[src/rtl/sbsm_pkg.sv]
// Package for the serial bank switch mapper: beat types, codes and constants.
// Depends on nothing; used by the top level and its checker.
package sbsm_pkg;

  typedef enum logic [1:0] {
    CMD_CPU_RD = 2'd0,
    CMD_CPU_WR = 2'd1,
    CMD_PPU_RD = 2'd2,
    CMD_PPU_WR = 2'd3
  } cmd_t;

  typedef enum logic [2:0] {
    TGT_NONE = 3'd0,
    TGT_PRAM = 3'd1,
    TGT_PROM = 3'd2,
    TGT_CROM = 3'd3,
    TGT_CRAM = 3'd4
  } target_t;

  typedef enum logic [2:0] {
    LD_NONE  = 3'd0,
    LD_CTRL  = 3'd1,
    LD_CHR0  = 3'd2,
    LD_CHR1  = 3'd3,
    LD_PRG   = 3'd4,
    LD_RESET = 3'd5
  } loaded_t;

  typedef enum logic [1:0] {
    PRG_MODE_32K_A   = 2'd0,
    PRG_MODE_32K_B   = 2'd1,
    PRG_MODE_FIX_LOW = 2'd2,
    PRG_MODE_FIX_TOP = 2'd3
  } prg_mode_t;

  typedef enum logic [1:0] {
    SEL_CTRL = 2'd0,
    SEL_CHR0 = 2'd1,
    SEL_CHR1 = 2'd2,
    SEL_PRG  = 2'd3
  } reg_sel_t;

  localparam int unsigned CFG_ADDR_W   = 3;
  localparam int unsigned CFG_DATA_W   = 32;
  localparam logic        REG_PRG_PAGE = 1'b0;
  localparam logic        REG_CHR_RAM  = 1'b1;

  localparam logic [4:0]  CTRL_RESET     = 5'h1C;
  localparam logic [4:0]  CTRL_MODE3     = 5'h0C;
  localparam logic [4:0]  PRG_PAGES_RST  = 5'd16;
  localparam logic [2:0]  SHIFT_FULL     = 3'd5;
  localparam logic [15:0] PRAM_BASE      = 16'h6000;
  localparam logic [15:0] PROM_BASE      = 16'h8000;
  localparam logic [15:0] CHR_TOP        = 16'h1FFF;

  typedef struct packed {
    logic [1:0]  cmd;
    logic [15:0] bus_address;
    logic [7:0]  write_data;
  } in_beat_t;

  typedef struct packed {
    logic [2:0]  target;
    logic [17:0] mapped_address;
    logic        write_enable;
    logic [1:0]  mirroring;
    logic [2:0]  register_loaded;
  } out_beat_t;

endpackage

[src/rtl/serial_bank_switch_mapper.sv]
// A beat accepted into the input stage passes to the result stage when that stage is free
// or its result is being taken; out_data is driven from the result register.
// Throughput: one beat per cycle unless out_ready stalls; the input stage and
// the result stage each hold one beat, so one more is taken while a result waits.
// Reset (rst_n low, synchronous) empties both stages and restores control,
// loader, bank and configuration registers to their reset values.
// Uses sbsm_pkg for beat types, codes and constants.
module serial_bank_switch_mapper (
  input  logic                         clk,
  input  logic                         rst_n,
  input  logic                         in_valid,
  output logic                         in_ready,
  input  sbsm_pkg::in_beat_t           in_data,
  output logic                         out_valid,
  input  logic                         out_ready,
  output sbsm_pkg::out_beat_t          out_data,
  input  logic                         psel,
  input  logic                         penable,
  input  logic                         pwrite,
  input  logic [sbsm_pkg::CFG_ADDR_W-1:0] paddr,
  input  logic [sbsm_pkg::CFG_DATA_W-1:0] pwdata,
  output logic [sbsm_pkg::CFG_DATA_W-1:0] prdata,
  output logic                         pready
);
  import sbsm_pkg::*;

  logic [4:0] prg_pages_r;
  logic       chr_ram_r;
  logic [4:0] ctrl_r, ctrl_nxt;
  logic [4:0] shift_r, shift_nxt;
  logic [2:0] count_r, count_nxt;
  logic [4:0] chr0_r, chr0_nxt;
  logic [4:0] chr1_r, chr1_nxt;
  logic [4:0] prg_r, prg_nxt;

  logic      stg_valid_r;
  in_beat_t  stg_r;
  logic      out_valid_r;
  out_beat_t out_r, out_nxt;
  logic      advance;

  cmd_t       cmd;
  logic [15:0] a;
  logic [7:0]  d;
  logic [3:0]  sel;
  logic [3:0]  last_page;
  logic [3:0]  page;
  logic [17:0] prg_off;
  logic [17:0] chr_off;
  logic [4:0]  shift_in;
  logic [2:0]  count_inc;
  logic        cfg_wr;

  assign pready    = 1'b1;
  assign cfg_wr    = psel && penable && pwrite;
  assign advance   = !out_valid_r || out_ready;
  assign in_ready  = !stg_valid_r || advance;
  assign out_valid = out_valid_r;
  assign out_data  = out_r;

  always_comb begin
    prdata = '0;
    if (paddr[2] == REG_PRG_PAGE) begin
      prdata = {{(CFG_DATA_W-5){1'b0}}, prg_pages_r};
    end else begin
      prdata = {{(CFG_DATA_W-1){1'b0}}, chr_ram_r};
    end
  end

  always_ff @(posedge clk) begin
    if (!rst_n) begin
      prg_pages_r <= PRG_PAGES_RST;
      chr_ram_r   <= 1'b0;
    end else if (cfg_wr) begin
      if (paddr[2] == REG_PRG_PAGE) begin
        prg_pages_r <= pwdata[4:0];
      end else begin
        chr_ram_r <= pwdata[0];
      end
    end
  end

  // Bank arithmetic on the staged beat, using state from before this beat.
  always_comb begin
    cmd       = cmd_t'(stg_r.cmd);
    a         = stg_r.bus_address;
    d         = stg_r.write_data;
    sel       = prg_r[3:0];
    last_page = 4'(prg_pages_r - 5'd1);
    page      = '0;
    prg_off   = '0;
    case (prg_mode_t'(ctrl_r[3:2]))
      PRG_MODE_FIX_LOW: page = a[14] ? sel : 4'd0;
      PRG_MODE_FIX_TOP: page = a[14] ? last_page : sel;
      default:          page = '0;
    endcase
    if (ctrl_r[3] == 1'b0) begin
      prg_off = {sel[3:1], a[14:0]};
    end else begin
      prg_off = {page, a[13:0]};
    end
    if (ctrl_r[4] == 1'b0) begin
      chr_off = {1'b0, chr0_r[4:1], a[12:0]};
    end else if (a[12] == 1'b0) begin
      chr_off = {1'b0, chr0_r, a[11:0]};
    end else begin
      chr_off = {1'b0, chr1_r, a[11:0]};
    end
  end

  always_comb begin
    ctrl_nxt  = ctrl_r;
    shift_nxt = shift_r;
    count_nxt = count_r;
    chr0_nxt  = chr0_r;
    chr1_nxt  = chr1_r;
    prg_nxt   = prg_r;
    shift_in  = {d[0], shift_r[4:1]};
    count_inc = count_r + 3'd1;
    out_nxt   = '0;

    if (cmd == CMD_CPU_RD || cmd == CMD_CPU_WR) begin
      if (a >= PRAM_BASE && a < PROM_BASE) begin
        out_nxt.target         = TGT_PRAM;
        out_nxt.mapped_address = {5'd0, a[12:0]};
        out_nxt.write_enable   = (cmd == CMD_CPU_WR);
      end else if (a >= PROM_BASE) begin
        if (cmd == CMD_CPU_RD) begin
          out_nxt.target         = TGT_PROM;
          out_nxt.mapped_address = prg_off;
        end else if (d[7]) begin
          ctrl_nxt  = ctrl_r | CTRL_MODE3;
          shift_nxt = '0;
          count_nxt = '0;
          out_nxt.register_loaded = LD_RESET;
        end else if (count_inc < SHIFT_FULL) begin
          shift_nxt = shift_in;
          count_nxt = count_inc;
        end else begin
          shift_nxt = '0;
          count_nxt = '0;
          unique case (reg_sel_t'(a[14:13]))
            SEL_CTRL: begin
              ctrl_nxt = shift_in;
              out_nxt.register_loaded = LD_CTRL;
            end
            SEL_CHR0: begin
              chr0_nxt = shift_in;
              out_nxt.register_loaded = LD_CHR0;
            end
            SEL_CHR1: begin
              chr1_nxt = shift_in;
              out_nxt.register_loaded = LD_CHR1;
            end
            SEL_PRG: begin
              prg_nxt = shift_in;
              out_nxt.register_loaded = LD_PRG;
            end
          endcase
        end
      end
    end else if (a <= CHR_TOP) begin
      out_nxt.target         = chr_ram_r ? TGT_CRAM : TGT_CROM;
      out_nxt.mapped_address = chr_off;
      out_nxt.write_enable   = (cmd == CMD_PPU_WR) && chr_ram_r;
    end
    out_nxt.mirroring = ctrl_nxt[1:0];
  end

  always_ff @(posedge clk) begin
    if (!rst_n) begin
      stg_valid_r <= 1'b0;
      out_valid_r <= 1'b0;
      ctrl_r      <= CTRL_RESET;
      shift_r     <= '0;
      count_r     <= '0;
      chr0_r      <= '0;
      chr1_r      <= '0;
      prg_r       <= '0;
    end else begin
      if (in_ready) begin
        stg_valid_r <= in_valid;
      end
      if (advance) begin
        out_valid_r <= stg_valid_r;
      end
      if (advance && stg_valid_r) begin
        ctrl_r  <= ctrl_nxt;
        shift_r <= shift_nxt;
        count_r <= count_nxt;
        chr0_r  <= chr0_nxt;
        chr1_r  <= chr1_nxt;
        prg_r   <= prg_nxt;
      end
    end
  end

  always_ff @(posedge clk) begin
    if (in_ready && in_valid) begin
      stg_r <= in_data;
    end
    if (advance && stg_valid_r) begin
      out_r <= out_nxt;
    end
  end

endmodule

[config.mk]
export PLATFORM = sky130hd
export DESIGN_NAME = serial_bank_switch_mapper
export DESIGN_NICKNAME = d
export VERILOG_FILES = /design/src/rtl/sbsm_pkg.sv /design/src/rtl/serial_bank_switch_mapper.sv
export SDC_FILE = /design/constraint.sdc
export NUM_CORES = 1
export LEC_CHECK = 0
export ABC_AREA = 1
export BUFFER_PORTS_ARGS = -buffer_cell sky130_fd_sc_hd__buf_2
export CAP_MARGIN = 0
export CORE_MARGIN = 4
export CORE_UTILIZATION = 53
export CTS_CLUSTER_SIZE = 14
export DETAILED_ROUTE_END_ITERATION = 8
export PLACE_DENSITY = 0.86
export SLEW_MARGIN = 25
export SYNTH_ARGS = -nofsm -noshare
export SYNTH_HDL_FRONTEND = slang
export SYNTH_SLANG_ARGS = --single-unit
[constraint.sdc]
create_clock -name clk -period 3.7 [get_ports clk]
set_input_delay 0.74 -clock clk [delete_from_list [all_inputs] [get_ports clk]]
set_output_delay 0.74 -clock clk [all_outputs]
set_load 0.02 [all_outputs]
After elaboration in Yosys (flattened, before gate mapping)
Index checks and enable logic that the tools add are counted.
{"block": "totals", "ff_bits": 88, "inputBits": 68, "output_inout_bits": 62, "elab_cells": 95}
{"block": "op_classes", "n_addsub": 2, "order_cmp": 5, "eq_ne": 8, "n_mux": 28, "n_bitwise": 7, "reduce_logical": 24}
{"op": "20-bit two-way mux", "count": 3}
{"op": "22-bit two-way mux", "count": 2}
{"op": "17-bit two-way mux", "count": 2}
{"op": "8-bit AND reduction", "count": 4}
{"op": "4-bit two-way mux", "count": 5}
{"op": "18-bit two-way mux", "count": 1}
{"op": "16-bit by 15-bit >= comparator with 1-bit output (second input constant)", "count": 1}
{"op": "16-bit >= comparator (second input constant)", "count": 1}
{"op": "16-bit by 13-bit <= comparator with 1-bit output (second input constant)", "count": 1}
{"op": "16-bit less-than comparator (second input constant)", "count": 1}
{"op": "3-bit two-way mux", "count": 5}
{"op": "5-bit two-way mux", "count": 3}
{"op": "3-bit one-hot mux with 4 select lines", "count": 1}
{"op": "2-bit == test (second input constant)", "count": 5}
{"op": "2-bit two-way mux", "count": 4}
{"op": "4-bit one-hot mux with 2 select lines", "count": 1}
{"op": "1-bit NOT", "count": 7}
{"op": "7-bit AND reduction", "count": 1}
{"op": "1-bit logical AND", "count": 6}
{"op": "6-bit OR reduction", "count": 1}
{"op": "5-bit AND reduction", "count": 1}
{"op": "2-bit by 1-bit == test with 1-bit output (second input constant)", "count": 2}
{"op": "2-bit zero test", "count": 2}
{"op": "2-bit AND reduction", "count": 2}
{"op": "other kinds (9)", "count": 12}

Logic depth before layout (Yosys ltp)
Gate-level depths: netlist (run 1).
{"block": "logic_depth", "word_depth": 8, "mapped_depth": 10}

Least setup slack after synthesis (run 1)
No wires, ideal clock.
{"block": "synth_path", "path_type": "input to output", "start": "input port paddr[2] (netlist bit)", "end": "output port prdata[0] (netlist bit)", "arrival_time_ns": 1.402, "required_time_ns": 2.960, "slack_ns": 1.558, "path_stages": 2, "n_path_buf": 1, "cell_sequence": "clkbuf_1 -> o21ai_0"}
{"block": "synth_between", "elab_chain_len": 1}
{"element": "start: declaration", "line": "serial_bank_switch_mapper.sv:20", "source": "input logic [sbsm_pkg::CFG_ADDR_W-1:0] paddr,"}
{"element": "5-bit two-way mux", "line": "serial_bank_switch_mapper.sv:63", "source": "if (paddr[2] == REG_PRG_PAGE) begin"}
{"element": "end: declaration", "line": "serial_bank_switch_mapper.sv:22", "source": "output logic [sbsm_pkg::CFG_DATA_W-1:0] prdata,"}
No other way between the ends.

Worst setup path in the final report (run 1)
Same ends and word-level chain as after synthesis.

==> flow_summary.yaml, run 1 <==
route:
  remaining_routing_drc_violations: 0
  routed_wl_um: 7310
  drt.antenna.violating_nets: 0
  iteration_0_drc_count_of_the_detailed_router: 174
  dr_vias_cell: 5.20
  first_pass_iters: 5
  avgRoutedWirePerCell_um: 14.0
  num_vias: 2715
job:
  cap_viol_max_count: 0
finish:
  antenna-diode-count: 0
  drive_above_1_share_pct: 22.5
  layout_commonest_cell: "buf_2"
  nNetsFinal: 515
  design_area_sq_um: 4100
  layout-area-overhead-vs-synth_pct: 13.8
  layout.cells.most_common_list: "buf_2 (66), nor2_1 (47), edfxtp_1 (47), nand2_1 (37), inv_1 (36)"
  layout.filler_cells: 531
logic_synthesis:
  synth.yosys.seq_area_share_pct: 58.0
  synth_enable_flop_cells: 47
  synth_largest_area_cell: "edfxtp_1"
  synth_top_flop_cell: "edfxtp_1"
  synthArstFlopShare_pct: 0
  yosysWarningCount: 0
  post_synth_inst_count: 371
  ys_seq_elements: 81
  average_size_of_a_mapped_cell_sq_um: 9.72
  synth_top_cells_by_area: "edfxtp_1 (39%), dfxtp_1 (19%), buf_4 (6.0%)"
  synth_area_sq_um: 3600
  yosys.area.top_type_share_pct: 39.2
  synth.lib_cells_used.distinct: 34
clock_tree:
  tritoncts_num_sinks: 81
  ctsLongestPathBuffers: 2
  cts_made_buffers: 9
  number_of_instances_resized_during_post_cts_repair: 0
  cts.repair_timing.setup_buffer_count: 0
  clk_pin_slew_ps: 80
  cts_tree: "built"
  cts_hold_buffers: 0
  root_buffer: "clkbuf_8"
  clkLatencyLatePin_ps: 360
  h_tree_levels: 3
global_route:
  first_pass_grt_wire_length_um: 11800
  grt_antenna_before_repair: 0
  gr-total-overflow: 0
  grtUsageTotal_pct: 18.3
  grt_pass1_vias: 2478
  largest_net_degree_at_the_start_of_global_routing: 33
sta:
  period_minus_slack_ps: 2000
  timing.fmax_ghz: 0.499
  worst_clock_skew_ps: 9.50
  rsz0062_at_grt: "no"
  timing_max_transition_violations_final: 0
  totalNegativeSetupSlack_ps: 0
  finalSetupViolations: 0
  finalWorstSetupSlack_ps: 1700
  hold_viol: 0
  timing.hold.ws_ps: 465
  worst_pin_slew_ps: 822
  slew-limit-headroom_pct: 45.1
  period_utilization_pct: 54.2
pwr:
  worst_ir_drop_vdd_mv: 0.298
  power_density_over_the_cells_nw_per_um2: 457
  static_leakage_nw: 1.79
critical_path:
  cp.arrival_ps: 1260
  timing.critical_path.from_type: "input port"
  r2r_start: "cmd[1]"
  worst_setup_path_startpoint: "paddr[2]"
  path_max_fanout: 8
  critPathCaptureType: "output pin"
  timing.setup.critical_path_class: "input port to output pin"
  worst-endpoint-required_ps: 2960
placement:
  place_worst_setup_slack_ps: 1340
  detailed_place_hpwl_um: 5310
  io_buffers: 66
  dpl-instance-area_sq_um: 3880
  place_congestion: 0.879
die:
  fp.dieW_um: 90.5
  initial_utilization_pct: 55.8
  fp.dieH_um: 90.5
  top_level_ports: 130
  row_count: 29
  die-area_sq_um: 8180
  fp.coreArea_sq_um: 6460
hold_path:
  worst_hold_startpoint: "count_r[2]"
  holdCritPathClass: "flop to flop"
run_status:
  status: "finished, final reports clean"
==> flip-flops by register name (all words and copies together) (netlist names) <==
signal and cells:
out_data 27, a 16, chr0_r 5, chr1_r 5, ctrl_r 5, prg_pages_r 5, prg_r 4, shift_r 4
count_r 3, cmd 2, d 2, chr_ram_r 1, out_valid 1, stg_valid_r 1
==> synthesized netlist by cell type, types with 2 or more instances <==
master    number
o21ai_1        9
nor2_2         2
inv_2          5
edfxtp_1      47
nand4_1       13
or2_2          3
nand2_1       37
a21oi_1       21
o211ai_1       4
o21ai_0       27
buf_4         29
nor2_1        47
nor3_1        15
nor2_4         3
nand2_2        3
nand3_1       11
inv_1         36
conb_1         2
dfxtp_1       34
clkinv_1       2
ha_1           7
clkbuf_1       2
==> power by group <==
group | switching (W) | leakage (nW) | total, W | internal [W]
combinational | 0.000119 | 0.966 | 0.000163 | 0.0000438
sequential | 0.0000153 | 0.727 | 0.00101 | 0.000990
clock | 0.000323 | 0.0991 | 0.000705 | 0.000382
==> final timing paths <==
kind         cells past startpoint         end  slack (ps)
max                              3   prdata[0]        1700
min                              2  count_r[2]         460
max reg2reg                      6  count_r[0]        1750
min reg2reg                      2  count_r[2]         460
==> per-layer routing <==
metal	track usage (%)	up-vias	wire length, um
li1	-	1342	-
met1	21.7	1235	2910
met2	31.0	122	3710
met3	4.75	16	540
met4	8.42	0	157
met5	0	-	0
==> area by class of cell <==
cell class	count	area [sq um]	share of cell area, %
Tap cell	77	96.3	2.35
Multi-Input combinational cell	239	1200	29.3
Clock buffer	10	128	3.11
Inverter	43	161	3.93
Timing Repair Buffer	66	330	8.05
Sequential cell	81	2090	51.0
Clock inverter	6	91.3	2.23
==> cells by family after synthesis <==
group / count (synthesis) / share of synthesized area [%]
other: 2 / 0.208
AO/OA/AOI/OAI: 65 / 9.55
XOR/XNOR: 1 / 0.243
flip-flops: 81 / 58.0
AND/OR/NAND/NOR: 138 / 18.3
buffers and inverters: 77 / 11.3
adder cells (fa/ha/maj): 7 / 2.43
==> through the flow <==
stage / util (%) / cells / power (W)
final: 63.5 / 522 / 0.00187
after detailed placement: 60.1 / 506 / 0.00119
after global routing: 63.5 / 522 / 0.00194
after CTS: 63.5 / 522 / 0.00188
after global placement: 60.1 / 506 / 0.00118
after floorplan: - / 397 / 0.00116
==> critical path, cell delays in order <==
cell	delay [ps]
buf_2	140
o21ai_0	190
buf_2	190
(Power assumes the default switching activity.)
==> inputs of run 2 (changes only) <==
--- a/config.mk
+++ b/config.mk
@@ -5,14 +5,14 @@
 export SDC_FILE = /design/constraint.sdc
 export NUM_CORES = 1
 export LEC_CHECK = 0
-export ABC_AREA = 1
+export ABC_AREA = 0
 export BUFFER_PORTS_ARGS = -buffer_cell sky130_fd_sc_hd__buf_2
 export CAP_MARGIN = 0
 export CORE_MARGIN = 4
-export CORE_UTILIZATION = 53
+export CORE_UTILIZATION = 45
 export CTS_CLUSTER_SIZE = 14
 export DETAILED_ROUTE_END_ITERATION = 8
-export PLACE_DENSITY = 0.86
+export PLACE_DENSITY = 0.77
 export SLEW_MARGIN = 25
 export SYNTH_ARGS = -nofsm -noshare
 export SYNTH_HDL_FRONTEND = slang
==> constraint.sdc (replaced) <==
create_clock -name clk -period 1.7 [get_ports clk]
set_input_delay 0.34 -clock clk [delete_from_list [all_inputs] [get_ports clk]]
set_output_delay 0.34 -clock clk [all_outputs]
set_load 0.02 [all_outputs]
==> run 2 against run 1 <==
The run now ends with negative setup slack left; routed wire length rose by 4.0%; non-clock buffer count rose by 33; via count fell by 0.81%; final area rose by 9.8%; hold slack got worse by 310 ps; largest cell class unchanged; largest power group unchanged.
==> flow_summary.yaml, run 2 <==
clock_tree:
  ctsLongestPathBuffers: 2
  h_tree_levels: 3
  cts_tree: "built"
  cts_made_buffers: 9
  clk_pin_slew_ps: 90
  clkLatencyLatePin_ps: 360
  root_buffer: "clkbuf_8"
  tritoncts_num_sinks: 81
finish:
  nNetsFinal: 498
  layout.cells.most_common_list: "buf_2 (66), edfxtp_1 (47), dfxtp_1 (34), buf_4 (30), conb_1 (28)"
  register_area_sq_um: 2090
  layout.filler_cells: 657
  antenna-diode-count: 0
  drive_above_1_share_pct: 31.9
  layout-area-overhead-vs-synth_pct: 24.1
  final_cells: 529
  layout_commonest_cell: "buf_2"
  multi_input_area_sq_um: 1420
  largest_reg_flops: 27
critical_path:
  timing.critical_path.from_type: "flop"
  worst-endpoint-required_ps: 1900
  rr_worst_depth: 4
  r2r_start: "a[15]"
  reg2reg_to: "out_data[18]"
  timing.setup.critical_path_class: "flop to flop"
  path_max_fanout: 8
  ff2ff_setup_slack_ps: -20
  cp.arrival_ps: 1920
  critPathCaptureType: "flop"
global_route:
  gr-total-overflow: 0
  grtUsageTotal_pct: 15.6
  grt_pass1_vias: 2518
  largest_net_degree_at_the_start_of_global_routing: 28
  grt_antenna_before_repair: 0
  first_pass_grt_wire_length_um: 12000
logic_synthesis:
  synth_largest_area_cell: "edfxtp_1"
  average_size_of_a_mapped_cell_sq_um: 11.1
  synth-adder-area-share_pct: 2.41
  post_synth_inst_count: 326
  yosys.area.top_type_share_pct: 38.9
  synthMostInstantiatedCell: "edfxtp_1"
  synth_common_cells: "edfxtp_1 (47), dfxtp_1 (34), buf_4 (28)"
  synth_top_cells_by_area: "edfxtp_1 (39%), dfxtp_1 (19%), buf_4 (5.8%)"
  yosysWarningCount: 0
  synth_top_flop_cell: "edfxtp_1"
  synth_area_sq_um: 3630
  synth_top_family_by_area: "simple AND/OR/NAND/NOR gates"
  synth.area.mux_share_pct: 3.96
  synth_simple_gate_area_share_pct: 16.6
  synth_enable_flop_cells: 47
  synthArstFlopShare_pct: 0
  ys_seq_elements: 81
  synth_compound_area_share_pct: 10.6
  synth.lib_cells_used.distinct: 49
  synth.yosys.seq_area_share_pct: 57.6
  post_synth_xor_area_fraction_pct: 0.724
die:
  row_count: 32
  fp.coreArea_sq_um: 7770
  die-area_sq_um: 9570
  fp.dieW_um: 97.8
  initial_utilization_pct: 46.7
  top_level_ports: 130
  fp.dieH_um: 97.8
hold_path:
  hold-path-endpoint: "a[13]"
  min_path_cells: 1
  worst_hold_startpoint: "in_data[21]"
  holdCritPathClass: "input port to flop"
pwr:
  worst_ir_drop_vdd_mv: 0.521
  static_leakage_nw: 1.79
  totalPowerFinal_w: 0.00425
  power_density_over_the_cells_nw_per_um2: 943
route:
  dr_vias_cell: 5.09
  routed_wl_um: 7600
  drt.antenna.violating_nets: 0
  iteration_0_drc_count_of_the_detailed_router: 128
  avgRoutedWirePerCell_um: 14.4
  first_pass_iters: 4
  remaining_routing_drc_violations: 0
  num_vias: 2693
run_status:
  violations: "negative setup slack"
  status: "complete, but fails checks"
placement:
  place_congestion: 0.824
  io_buffers: 66
  detailed_place_hpwl_um: 5390
  dp.cells: 506
sta:
  worst_clock_skew_ps: 11.6
  rsz0062_at_grt: "yes"
  hold_viol: 0
  timing_max_transition_violations_final: 0
  period_minus_slack_ps: 1720
  totalNegativeSetupSlack_ps: -20.2
  timing.fmax_ghz: 0.581
  finalWorstSetupSlack_ps: -20.2
  finalSetupViolations: 1
  period_utilization_pct: 101
job:
  cap_viol_max_count: 0
[run 2: changes by cell type in the layout (fill, tap and decap cells not counted), sizes merged, moves of 5 or more]
cell,change
nand2,-22
buf,+33
nor2,-40
nor3,-13
a21oi,+6
o22ai,+5
o21ai,-12
nor2b,+16
nand3b,+5
nand2b,+5
inv,-33
mux2i,+11
[run 2: cells by family after synthesis]
logic type,Yosys count
AOI/OAI and AO/OA,68
xor gates and xnor gates,3
adders and majority gates,7
buffers and inverters,47
DFF,81
muxes,14
other,2
and+or+nand+nor,104
[run 2: metrics by stage]
stage               hold slack (ps)  cell area (sq um)  setup slack, ps  util (%)
global route                    127               4500            -52.6      58.0
global placement                444               4140            -59.9      53.3
finish                          152               4500            -20.2      58.0
CTS                             140               4400             1.07      56.6
floorplan                       431               3740             25.6         -
detailed placement              451               4140             -122      53.3
[run 2: what timing repair did]
item	in CTS	in global routing
pin swaps	0	3
hold buffers	0	0
resized for setup	1	28
setup buffers	2	5
gates cloned	0	1
endpoints found under the setup margin	13	32
[run 2: cell type report]
cell class / count / area share (%)
inverter: 8 / 0.667
multi-input combinational: 224 / 31.5
timing repair buffer: 99 / 13.3
clock buffer: 9 / 2.75
sequential: 81 / 46.4
clock inverter: 6 / 2.56
tap: 102 / 2.83
[run 2: worst max-delay path by stage]
stage | from | end | slack (ps) | cells after the start
global placement | cmd[1] | out_data[7] | -60 | 4
CTS | cmd[1] | chr1_r[3] | 1 | 6
global route | a[15] | out_data[18] | -50 | 4
finish | a[15] | out_data[18] | -20 | 4
detailed placement | a[15] | out_data[9] | -120 | 4
floorplan | cmd[1] | count_r[2] | 30 | 5
[run 2: where the power goes]
| part | internal (W) | switching (W) | leakage, nW |
|---|---|---|---|
| Combinational | 0.000136 | 0.000247 | 0.951 |
| Clock | 0.000977 | 0.000714 | 0.116 |
| Sequential | 0.00214 | 0.0000297 | 0.723 |
| Total | 0.00326 | 0.000992 | 1.79 |
[run 2: layer usage]
layer,vias to the layer above,part of all wire (%),GRT usage (%)
met5,-,0,0
met4,0,1.6,7.24
met3,10,5.6,3.57
met2,86,52,26.6
met1,1267,41,18.8
li1,1330,-,-
[run 2: critical path: stages, from the launching register on]
cell	delay, ps
edfxtp_1	520
or4b_1	680
a21oi_1	200
o21ai_1	80
o21ai_0	90
==> inputs of run 3 (changes only) <==
--- a/config.mk
+++ b/config.mk
@@ -5,7 +5,7 @@
 export SDC_FILE = /design/constraint.sdc
 export NUM_CORES = 1
 export LEC_CHECK = 0
-export ABC_AREA = 0
+export ABC_AREA = 1
 export BUFFER_PORTS_ARGS = -buffer_cell sky130_fd_sc_hd__buf_2
 export CAP_MARGIN = 0
 export CORE_MARGIN = 4
@@ -13,7 +13,6 @@
 export CTS_CLUSTER_SIZE = 14
 export DETAILED_ROUTE_END_ITERATION = 8
 export PLACE_DENSITY = 0.77
-export SLEW_MARGIN = 25
 export SYNTH_ARGS = -nofsm -noshare
 export SYNTH_HDL_FRONTEND = slang
 export SYNTH_SLANG_ARGS = --single-unit
==> run 3 against run 2 <==
The flow now finishes without violations; first-iteration DRC count shrank 2.3%; sequential power about the same; routed wire length is 6.9% lower; fmax grew 5.8%; critical path type unchanged.
==> flow_summary.yaml, run 3 (synthesized netlist as in run 1, its figures left out) <==
critical_path:
  rr_worst_depth: 10
  cp.arrival_ps: 1860
  worst-endpoint-required_ps: 1930
  timing.setup.critical_path_class: "flop to flop"
  path_max_fanout: 8
  worst_setup_path_startpoint: "count_r[0]"
  ff2ff_setup_slack_ps: 70
  reg2reg_to: "ctrl_r[4]"
  timing.critical_path.from_type: "flop"
  crit_end: "ctrl_r[4]"
  r2r_start: "count_r[0]"
  critPathCaptureType: "flop"
sta:
  worst_clock_skew_ps: 6.46
  timing.fmax_ghz: 0.615
  period_utilization_pct: 95.6
  timing.hold.ws_ps: 164
  period_minus_slack_ps: 1630
  hold_viol: 0
  timing_max_transition_violations_final: 0
  finalSetupViolations: 0
  totalNegativeSetupSlack_ps: 0
  rsz0062_at_grt: "no"
route:
  drt.antenna.violating_nets: 0
  routed_wl_um: 7080
  num_vias: 2750
  iteration_0_drc_count_of_the_detailed_router: 125
  avgRoutedWirePerCell_um: 12.7
  first_pass_iters: 5
  remaining_routing_drc_violations: 0
  dr_vias_cell: 4.94
die:
  initial_utilization_pct: 46.4
  fp.dieW_um: 97.5
  row_count: 32
  die-area_sq_um: 9510
  fp.dieH_um: 97.5
  fp.coreArea_sq_um: 7770
  top_level_ports: 130
clock_tree:
  clk_pin_slew_ps: 80
  clkLatencyLatePin_ps: 350
  root_buffer: "clkbuf_8"
  cts_tree: "built"
  ctsLongestPathBuffers: 2
  h_tree_levels: 3
  tritoncts_num_sinks: 81
  cts_made_buffers: 9
finish:
  design_area_sq_um: 4210
  layout.cells.most_common_list: "buf_2 (66), nor2_1 (47), edfxtp_1 (47), inv_1 (36), nand2_1 (36)"
  nNetsFinal: 525
  antenna-diode-count: 0
  layout-area-overhead-vs-synth_pct: 16.8
  layout.filler_cells: 704
  largest_reg_flops: 27
  drive_above_1_share_pct: 24.2
  multi_input_area_sq_um: 1210
  layout_commonest_cell: "buf_2"
  register_area_sq_um: 2090
global_route:
  first_pass_grt_wire_length_um: 11900
  grt_antenna_before_repair: 0
  grtUsageTotal_pct: 15.4
  gr-total-overflow: 0
  grt_pass1_vias: 2561
  largest_net_degree_at_the_start_of_global_routing: 32
pwr:
  static_leakage_nw: 1.84
  power_density_over_the_cells_nw_per_um2: 924
  worst_ir_drop_vdd_mv: 0.458
job:
  cap_viol_max_count: 0
placement:
  detailed_place_hpwl_um: 5330
  place_congestion: 0.895
  io_buffers: 66
  dpl-instance-area_sq_um: 4010
hold_path:
  holdCritPathClass: "input port to flop"
run_status:
  status: "finished, final reports clean"
[run 3: changes by cell type in the layout (fill, tap and decap cells not counted), sizes merged, moves of 13 or more]
cell,previous run,this run
nor2,13,53
inv,9,41
buf,99,76
nand2,19,41
nor2b,16,0
nor3,2,15
[run 3: cell type report]
class	count	area share, %
Sequential cell	81	49.7
Multi-Input combinational cell	239	28.8
Timing Repair Buffer	76	10.2
Inverter	43	3.83
Clock buffer	11	3.12
Tap cell	102	3.03
Clock inverter	5	1.34
[run 3: worst min-delay path by stage]
| stage | startpoint | endpoint | cells after the start |
|---|---|---|---|
| 6_report | in_data[15] | a[7] | 1 |
| 5_1_grt | in_data[12] | a[4] | 1 |
| 4_1_cts | in_data[12] | a[4] | 1 |
| 3_5_place_dp | count_r[2] | count_r[2] | 2 |
| 3_3_place_gp | count_r[2] | count_r[2] | 2 |
| 2_1_floorplan | count_r[2] | count_r[2] | 2 |
[run 3: power breakdown]
part           internal (W)  switching (W)  total, W  leakage [nW]
combinational      0.000114       0.000265  0.000379          1.02
clock              0.000677       0.000652   0.00133        0.0933
sequential          0.00215      0.0000295   0.00218         0.727
[run 3: critical path: stages, from the launching register on]
cell and delay [ps]:
dfxtp_1 320, ha_1 300, nor2_1 60, buf_4 150
nor2_8 150, inv_2 50, buf_4 150, nor2_1 160
nand2_1 70, nand2_1 60, nand3_1 50
[run 3: what timing repair did]
action,CTS,global route
hold buffers,0,0
endpoints found under the hold margin,0,0
resized for setup,0,2
setup endpoints to repair,0,7
buffers inserted,0,1
[run 3: per-layer routing]
metal / share of wire [%] / track usage, % / up-vias / wire, um
met5: 0 / 0 / - / 0
met4: 2.6 / 7.88 / 0 / 184
met3: 6.1 / 3.23 / 17 / 431
met2: 49 / 25.1 / 102 / 3480
met1: 42 / 19.3 / 1268 / 2980
li1: - / - / 1363 / -
[run 3: through the flow]
stage,total power [W],setup WS [ps],util [%],cells
floorplan,0.00252,96.5,-,397
global placement,0.00260,121,51.6,540
detailed placement,0.00261,76.7,51.6,540
CTS,0.00392,60.4,54.0,556
global route,0.00406,4.94,54.2,557
finish,0.00389,74.3,54.2,557
